--- src/button_gesture_detector_defines.svh ---
// Assertion macros for the button gesture detector.
// Used by the top level only; expects clk and rst in scope.
`ifndef BUTTON_GESTURE_DETECTOR_DEFINES_SVH
`define BUTTON_GESTURE_DETECTOR_DEFINES_SVH

// Antecedent true at an edge implies consequent at that same edge.
`define BGD_ASSERT_SAME(lbl, ante, cons, msg) \
  lbl: assert property (@(posedge clk) disable iff (rst) (ante) |-> (cons)) \
    else $error(msg);

// Antecedent true at an edge implies consequent at the next edge.
`define BGD_ASSERT_NEXT(lbl, ante, cons, msg) \
  lbl: assert property (@(posedge clk) disable iff (rst) (ante) |=> (cons)) \
    else $error(msg);

`endif

--- src/bgd_pkg.sv ---
// Shared types, constants and timer helpers for the button gesture detector.
// No dependencies.
package bgd_pkg;

  localparam int TIMER_W = 16;
  localparam int CFG_W   = 16;
  localparam int CMP_W   = (TIMER_W > CFG_W) ? TIMER_W : CFG_W;
  localparam int CFG_IDX_W = 2;

  localparam logic [TIMER_W-1:0] TIMER_MAX = {TIMER_W{1'b1}};

  localparam logic [CFG_IDX_W-1:0] CFG_DEBOUNCE = 2'd0;
  localparam logic [CFG_IDX_W-1:0] CFG_LONG     = 2'd1;
  localparam logic [CFG_IDX_W-1:0] CFG_DOUBLE   = 2'd2;

  localparam logic [CFG_W-1:0] DEBOUNCE_RST = 16'd20;
  localparam logic [CFG_W-1:0] LONG_RST     = 16'd800;
  localparam logic [CFG_W-1:0] DOUBLE_RST   = 16'd400;

  typedef enum logic [1:0] {
    GEST_NONE   = 2'd0,
    GEST_SINGLE = 2'd1,
    GEST_DOUBLE = 2'd2,
    GEST_LONG   = 2'd3
  } gesture_t;

  // accepted debounced edges for one word
  typedef struct packed {
    logic press;
    logic lift;
  } bgd_edge_t;

  function automatic logic [TIMER_W-1:0] sat_inc(input logic [TIMER_W-1:0] v);
    return (v == TIMER_MAX) ? v : v + 1'b1;
  endfunction

  // unsigned timer >= threshold, both widened to a common width
  function automatic logic timer_ge(input logic [TIMER_W-1:0] t,
                                    input logic [CFG_W-1:0] c);
    return CMP_W'(t) >= CMP_W'(c);
  endfunction

  function automatic logic timer_gt(input logic [TIMER_W-1:0] t,
                                    input logic [CFG_W-1:0] c);
    return CMP_W'(t) > CMP_W'(c);
  endfunction

endpackage

--- src/button_gesture_detector.sv ---
// Top level of the button gesture detector: config registers, result register.
// Depends on bgd_pkg, bgd_debounce, bgd_gesture and the defines header.
//
//  channel  | handshake                  | payload
//  ---------+----------------------------+-------------------------------------
//  sample   | sample_valid/sample_ready  | button_level
//  result   | result_valid/result_ready  | gesture, red_on, green_on, stable_level
//  cfg      | cfg_valid/cfg_ready        | cfg_index, cfg_data
//
// One sample word in, one result word out; the result word is registered.
// A new sample is taken every cycle while the result register is empty or
// being drained in the same cycle; throughput is one word per clock.
// Detector state updates only on an accepted sample; a stalled result holds.
// rst (synchronous) restores the config defaults 20/800/400 and clears state.
// cfg_ready is always high; index 3 is ignored.
`include "button_gesture_detector_defines.svh"

module button_gesture_detector (
  input  logic                          clk,
  input  logic                          rst,
  input  logic                          sample_valid,
  output logic                          sample_ready,
  input  logic                          button_level,
  output logic                          result_valid,
  input  logic                          result_ready,
  output logic [1:0]                    gesture,
  output logic                          red_on,
  output logic                          green_on,
  output logic                          stable_level,
  input  logic                          cfg_valid,
  output logic                          cfg_ready,
  input  logic [bgd_pkg::CFG_IDX_W-1:0] cfg_index,
  input  logic [bgd_pkg::CFG_W-1:0]     cfg_data
);
  import bgd_pkg::*;

  logic [CFG_W-1:0] debounce_ticks;
  logic [CFG_W-1:0] long_press_ticks;
  logic [CFG_W-1:0] double_click_ticks;

  logic      accept;
  bgd_edge_t edges;
  logic      level_next;
  gesture_t  gesture_next;
  logic      red_next;
  logic      green_next;

  assign cfg_ready    = 1'b1;
  // result register frees up when drained this cycle
  assign sample_ready = !result_valid || result_ready;
  assign accept       = sample_valid && sample_ready;

  // config writes
  always_ff @(posedge clk) begin
    if (rst) begin
      debounce_ticks     <= DEBOUNCE_RST;
      long_press_ticks   <= LONG_RST;
      double_click_ticks <= DOUBLE_RST;
    end else if (cfg_valid && cfg_ready) begin
      case (cfg_index)
        CFG_DEBOUNCE: debounce_ticks     <= cfg_data;
        CFG_LONG:     long_press_ticks   <= cfg_data;
        CFG_DOUBLE:   double_click_ticks <= cfg_data;
        default: ;
      endcase
    end
  end

  bgd_debounce u_debounce (
    .clk            (clk),
    .rst            (rst),
    .accept         (accept),
    .raw            (button_level),
    .debounce_ticks (debounce_ticks),
    .edges          (edges),
    .level_next     (level_next)
  );

  bgd_gesture u_gesture (
    .clk                (clk),
    .rst                (rst),
    .accept             (accept),
    .edges              (edges),
    .long_press_ticks   (long_press_ticks),
    .double_click_ticks (double_click_ticks),
    .gesture_next       (gesture_next),
    .red_next           (red_next),
    .green_next         (green_next)
  );

  // result register; payload reset too so status never shows X
  always_ff @(posedge clk) begin
    if (rst) begin
      result_valid <= 1'b0;
      gesture      <= GEST_NONE;
      red_on       <= 1'b0;
      green_on     <= 1'b0;
      stable_level <= 1'b0;
    end else if (accept) begin
      result_valid <= 1'b1;
      gesture      <= gesture_next;
      red_on       <= red_next;
      green_on     <= green_next;
      stable_level <= level_next;
    end else if (result_ready) begin
      result_valid <= 1'b0;
    end
  end

  `BGD_ASSERT_SAME(a_no_overwrite, result_valid && !result_ready, !sample_ready, "sample taken over a stalled result")
  `BGD_ASSERT_NEXT(a_result_follows, accept, result_valid, "accepted sample produced no result")
  `BGD_ASSERT_SAME(a_single_lamps, result_valid && (gesture == GEST_SINGLE), red_on && !green_on, "single click lamp mismatch")
  `BGD_ASSERT_SAME(a_long_lamps, result_valid && (gesture == GEST_LONG), !red_on && !green_on, "long press lamp mismatch")

endmodule

--- src/bgd_debounce.sv ---
// Debounce stage: settle counter and debounced level.
// Depends on bgd_pkg.
module bgd_debounce (
  input  logic                      clk,
  input  logic                      rst,
  input  logic                      accept,
  input  logic                      raw,
  input  logic [bgd_pkg::CFG_W-1:0] debounce_ticks,
  output bgd_pkg::bgd_edge_t        edges,
  output logic                      level_next
);
  import bgd_pkg::*;

  logic               previous_raw;
  logic               debounced_level;
  logic [TIMER_W-1:0] settle_count;
  logic [TIMER_W-1:0] settle_count_next;
  logic               take;

  always_comb begin
    settle_count_next = (raw != previous_raw) ? '0 : sat_inc(settle_count);
    take = timer_gt(settle_count_next, debounce_ticks) && (raw != debounced_level);
    edges.press = take && raw;
    edges.lift  = take && !raw;
    level_next  = take ? raw : debounced_level;
  end

  always_ff @(posedge clk) begin
    if (rst) begin
      previous_raw    <= 1'b0;
      debounced_level <= 1'b0;
      settle_count    <= '0;
    end else if (accept) begin
      previous_raw    <= raw;
      debounced_level <= level_next;
      settle_count    <= settle_count_next;
    end
  end

endmodule

--- src/bgd_gesture.sv ---
// Gesture recognizer: long press, double click and single click, lamp state.
// Depends on bgd_pkg; fed by bgd_debounce edges.
module bgd_gesture (
  input  logic                      clk,
  input  logic                      rst,
  input  logic                      accept,
  input  bgd_pkg::bgd_edge_t        edges,
  input  logic [bgd_pkg::CFG_W-1:0] long_press_ticks,
  input  logic [bgd_pkg::CFG_W-1:0] double_click_ticks,
  output bgd_pkg::gesture_t         gesture_next,
  output logic                      red_next,
  output logic                      green_next
);
  import bgd_pkg::*;

  logic               held, held_next;
  logic [TIMER_W-1:0] hold_count, hold_count_next;
  logic               long_fired, long_fired_next;
  logic               awaiting_second, awaiting_second_next;
  logic [TIMER_W-1:0] window_count, window_count_next;
  logic               double_pending, double_pending_next;
  logic               red_lamp, green_lamp;

  always_comb begin
    held_next            = held;
    hold_count_next      = sat_inc(hold_count);
    long_fired_next      = long_fired;
    awaiting_second_next = awaiting_second;
    window_count_next    = sat_inc(window_count);
    double_pending_next  = double_pending;
    red_next             = red_lamp;
    green_next           = green_lamp;
    gesture_next         = GEST_NONE;

    if (edges.press) begin
      held_next       = 1'b1;
      hold_count_next = '0;
      if (awaiting_second) begin
        awaiting_second_next = 1'b0;
        double_pending_next  = 1'b1;
      end
    end
    if (edges.lift) begin
      held_next = 1'b0;
      if (!timer_ge(hold_count_next, long_press_ticks)) begin
        if (double_pending) begin
          gesture_next        = GEST_DOUBLE;
          red_next            = 1'b0;
          green_next          = 1'b1;
          double_pending_next = 1'b0;
        end else begin
          awaiting_second_next = 1'b1;
          window_count_next    = '0;
        end
      end
    end

    if (held_next && !long_fired && timer_ge(hold_count_next, long_press_ticks)) begin
      gesture_next         = GEST_LONG;
      red_next             = 1'b0;
      green_next           = 1'b0;
      long_fired_next      = 1'b1;
      awaiting_second_next = 1'b0;
      double_pending_next  = 1'b0;
    end

    if (!held_next && awaiting_second_next &&
        timer_ge(window_count_next, double_click_ticks)) begin
      gesture_next         = GEST_SINGLE;
      red_next             = 1'b1;
      green_next           = 1'b0;
      awaiting_second_next = 1'b0;
    end

    if (!held_next) begin
      long_fired_next = 1'b0;
    end
  end

  always_ff @(posedge clk) begin
    if (rst) begin
      held            <= 1'b0;
      hold_count      <= '0;
      long_fired      <= 1'b0;
      awaiting_second <= 1'b0;
      window_count    <= '0;
      double_pending  <= 1'b0;
      red_lamp        <= 1'b0;
      green_lamp      <= 1'b0;
    end else if (accept) begin
      held            <= held_next;
      hold_count      <= hold_count_next;
      long_fired      <= long_fired_next;
      awaiting_second <= awaiting_second_next;
      window_count    <= window_count_next;
      double_pending  <= double_pending_next;
      red_lamp        <= red_next;
      green_lamp      <= green_next;
    end
  end

endmodule

--- config.mk ---
export PLATFORM = sky130hd
export DESIGN_NAME = button_gesture_detector
export DESIGN_NICKNAME = d
export VERILOG_FILES = /design/src/bgd_pkg.sv /design/src/button_gesture_detector.sv /design/src/bgd_debounce.sv /design/src/bgd_gesture.sv
export VERILOG_INCLUDE_DIRS = /design/src /design/src/src
export SDC_FILE = /design/constraint.sdc
export NUM_CORES = 1
export LEC_CHECK = 0
export BUFFER_PORTS_ARGS = -buffer_cell sky130_fd_sc_hd__buf_4
export CAP_MARGIN = 20
export CELL_PAD_IN_SITES_DETAIL_PLACEMENT = 2
export CELL_PAD_IN_SITES_GLOBAL_PLACEMENT = 2
export CORE_MARGIN = 10
export CORE_UTILIZATION = 37
export DETAILED_ROUTE_END_ITERATION = 16
export PLACE_DENSITY = 0.92
export SYNTH_ARGS = -nofsm -noshare
export SYNTH_HDL_FRONTEND = slang
export SYNTH_SLANG_ARGS = --single-unit
export TNS_END_PERCENT = 1
--- constraint.sdc ---
create_clock -name clk -period 10.5 [get_ports clk]
set_input_delay 2.1 -clock clk [delete_from_list [all_inputs] [get_ports clk]]
set_output_delay 2.1 -clock clk [all_outputs]
set_load 0.05 [all_outputs]
==> Implementation_results.wiki <==
{| class="wikitable"
! Metric !! Value
|-
| First-pass GRT wire length || about 39000 µm
|-
| Antenna Diode Count || 0
|-
| Total area of multi-input combinational cells || 4010 µm²
|-
| Post-CTS clock slew at the launch and capture registers of the worst setup and hold paths || approximately 0.080 ns
|-
| YS warnings || 0
|-
| Type of the most critical hold path || register to register
|-
| Insertion delay of the later-clocked pin in the worst-skew pair || between 0.3 and 0.4 ns
|-
| Worst endpoint required time || 10.76 ns
|-
| Compound-Gate Fraction of Synth Area || 19.3%
|-
| Kind of launch point of the worst setup path || input pin
|-
| Mapped Area || 6540 µm²
|-
| Post-layout minimum cycle time || 8.78 ns
|-
| Setup WS pre-CTS || 1.03 ns
|-
| Count of buffers added by post-CTS timing repair for setup || 0
|-
| Crit path capture type || register
|-
| Pin count of the biggest net entering global routing || ~80
|-
| DR vias || 6331
|-
| Post-CTS Hold Fix Bufs || 0
|-
| Number of buffers on the longest clock path || 2
|-
| Number of synthesized register bits || around 110
|-
| Via count of the first global-routing pass || 7044
|-
| Level count of the clock H-tree || 3
|-
| Tightest slew margin relative to the limit || 32.3%
|-
| Final hold vios || 0
|-
| Total Wirelength || 24500 µm
|-
| Routability-driven placement congestion ratio || 0.807
|-
| Power Density || 125 nW/µm²
|-
| Maximum achievable frequency || 114 MHz
|-
| Unrepaired setup endpoints after global routing || false
|-
| Number of nets in the finished design || between 900 and 1000
|-
| Die ar. || 23400 µm²
|-
| Aggregate global routing overflow || 0
|-
| Worst Skew || 0.00930 ns
|-
| Die height || ~150 µm
|-
| Post_cts resized || 0
|-
| Number of cells on the worst hold path || 2
|-
| Share of the yosys chip area belonging to registers || 32.8%
|-
| Distinct cell type count after synthesis || 68
|-
| Horiz. Die Dim || between 150 and 200 µm
|-
| Xor and xnor fraction of the mapped netlist area || 4.55%
|-
| Area leader, netlist || dfxtp_1
|-
| Critical path fanouts, max || 27
|-
| Final worst path period share || a little over four fifths
|-
| Critical path class || input pin to register
|-
| Number of antenna violations at the first check in global routing || 0
|-
| Proportion of netlist area held by the largest area contributor || 32.8%
|-
| First-pass iteration count of the detailed router || 4
|-
| Syn Area/Cell || 7.52 µm²
|-
| Max capacitance violation total || 0
|-
| Initial core utilization || about 38%
|-
| Beginning of the worst hold path || long_press_ticks[14]
|-
| Top Ports || 32
|-
| Setup_tns || 0 ns
|-
| Worst Max-Slew Pin Slew || 1.01 ns
|-
| Worst Reg-to-Reg Cells || 32
|-
| Tightest hold margin || 0.466 ns
|-
| Worst vdd rail ir drop || 0.0000987 V
|-
| Arrival @ worst endpoint || 9.04 ns
|-
| Number of vias per cell after detailed routing || 5.74
|-
| Share of the core filled with cells || 41.9%
|-
| PnR Total Power || 907 µW
|-
| Adder-Cell Fraction of Synth Area || between 9 and 10%
|-
| Setup Viol. Count Final || 0
|-
| Post-synthesis async set-or-reset flop share || 0%
|-
| Final WS setup || 1.72 ns
|-
| Startpoint of the most critical register-to-register path || u_debounce.settle_count[0]
|-
| DRC viols || 0
|-
| TritonCTS sink count || 107
|-
| Worst-case hold path end point || long_press_ticks[14]
|-
| Detail Placement HPWL || 16800 µm
|-
| Routed len/inst || 22.2 µm
|-
| Leakage || 2.78 nW
|-
| R2R Setup Slk || 1.82 ns
|-
| Area growth from synthesis to layout || 10.9%
|-
| Mux contribution to synthesized area || less than 1%
|-
| Largest cells by area after synthesis || dfxtp_1, nand2_1, ha_1
|-
| Synthesized netlist net count || 945
|-
| Buffers on Ports || 30
|-
| FF/Latch Area || 2140 µm²
|-
| Std-Cell Core Area || roughly 17000 µm²
|-
| CTS tree || done
|-
| Capture instance of the worst register-to-register path || u_gesture.red_lamp
|-
| Global router's overall resource usage || 20.7%
|-
| Post-DRT Antenna Nets || 0
|-
| Largest family of logic cells by synthesized area || simple AND/OR/NAND/NOR gates
|-
| Number of filler cells placed in the layout || 2018
|-
| Final slew viol count || 0
|-
| Number of CTS-inserted buffers || 9
|-
| DRC violation total after the first TritonRoute iteration || 403
|-
| Number of instances in the synthesized netlist || between 800 and 900
|-
| Count of flip-flops with a built-in enable after synthesis || 0
|-
| Number of standard-cell rows in the floorplan || 48
|-
| Most used flip-flop cell after synthesis || dfxtp_1
|-
| Synthesized-area fraction occupied by and/or/nand/nor cells || 27.0%
|-
| Share of post-route cells with drive strength above 1 || around 8%
|-
| Result of the run || complete, no violations
|-
| Root Driver || clkbuf_16
|}
[flip-flops by register name, indices dropped and copies added (netlist names)]
signal                      count
u_gesture.green_lamp            1
u_gesture.long_fired            1
u_debounce.settle_count        16
debounce_ticks                 16
result_valid                    1
u_gesture.red_lamp              1
u_gesture.held                  1
u_debounce.debounced_level      1
u_gesture.window_count         16
long_press_ticks               16
u_debounce.previous_raw         1
double_click_ticks             16
u_gesture.awaiting_second       1
u_gesture.double_pending        1
gesture                         2
u_gesture.hold_count           16
[layout by cell type (no fill, tap or decap), drive strengths merged, types with 6 or more instances in the layout]
master,synthesis,final
dfxtp,107,107
nand4,15,15
and2,7,7
nand2,176,176
xor2,15,15
a31oi,10,10
inv,58,59
xnor2,19,19
a21oi,119,119
nor4,7,7
nor2,58,58
nor3,20,20
a21o,8,8
and3,13,13
buf,13,36
nand3b,12,12
or3,6,6
clkbuf,31,9
ha,51,51
and4,9,9
nand3,17,17
o211ai,9,9
o21ai,33,33
[worst max path at each step]
stage,from,end,cells past startpoint
finish,button_level,u_gesture.red_lamp,28
global route,u_debounce.settle_count[0],u_gesture.red_lamp,32
CTS,button_level,u_gesture.red_lamp,27
detailed placement,button_level,u_gesture.red_lamp,27
global placement,button_level,u_gesture.red_lamp,27
floorplan,button_level,u_gesture.red_lamp,30
[layer usage]
metal / part of all wire, % / wire (µm) / global-route usage (%)
met1: 41 / 9920 / 22.3
met2: 52 / 12700 / 37.9
met4: 4.2 / 1040 / 9.85
met3: 3.2 / 786 / 3.90
met5: 0 / 0 / 0
[critical path, stage by stage]
cell and delay (ns):
buf_4 0.16, xnor2_1 0.44, o21ai_0 0.16, a31oi_1 0.30
ha_1 0.32, nand2_1 0.18, nor4_4 0.09, a21o_2 0.24
a311oi_4 0.37, buf_8 0.24, nor2_1 0.11, ha_1 0.32
a21oi_1 0.12, o21ai_0 0.13, a211oi_1 0.26, a211o_1 0.23
and4_1 0.20, buf_4 0.31, nor2_1 0.10, ha_1 0.32
a21o_1 0.22, a21o_1 0.18, a2111oi_0 0.55, o41ai_1 0.26
a221oi_2 0.32, a211oi_1 0.12, or4_1 0.50, o2111a_1 0.15
[cell type report]
type	instances	share of cell area (%)
multi-input cells	661	55.3
inverters	58	3.00
well taps	225	3.88
clock inverters	7	1.40
repair buffers	36	3.83
clock buffers	9	3.11
flip-flops and latches	107	29.5
[power by group]
part,internal [mW],switching [mW]
Sequential,0.414,0.00699
Combinational,0.0293,0.0656
Clock,0.212,0.179
[Yosys cell counts, drive strengths merged, types with 3 or more instances]
cell type	count
nor2	58
a211oi	4
nand4	15
o211ai	9
a31oi	10
xnor2	19
buf	13
and4	9
nor2b	3
a21oi	119
o21ai	33
or3	6
and3	13
a21o	8
nor3	20
nor3b	3
a211o	3
ha	51
nand2	176
and4b	4
nand3b	12
dfxtp	107
nand3	17
inv	58
xor2	15
a22oi	3
clkbuf	31
nor4	7
and3b	3
and2	7
[cells by family after synthesis]
group	Yosys count
other cells	1
buf+inv	102
compound gates	211
simple gates	361
fa+ha+maj	51
xor+xnor	34
flops	107
mux	3
[per-stage QoR]
step / instance area (µm²) / std cells
finish: 7250 / 1103
global route: 7250 / 1103
CTS: 7240 / 1102
detailed placement: 6910 / 1086
global placement: 6910 / 1086
floorplan: 6540 / 870
No activity file was read; power rests on OpenSTA's default activity.
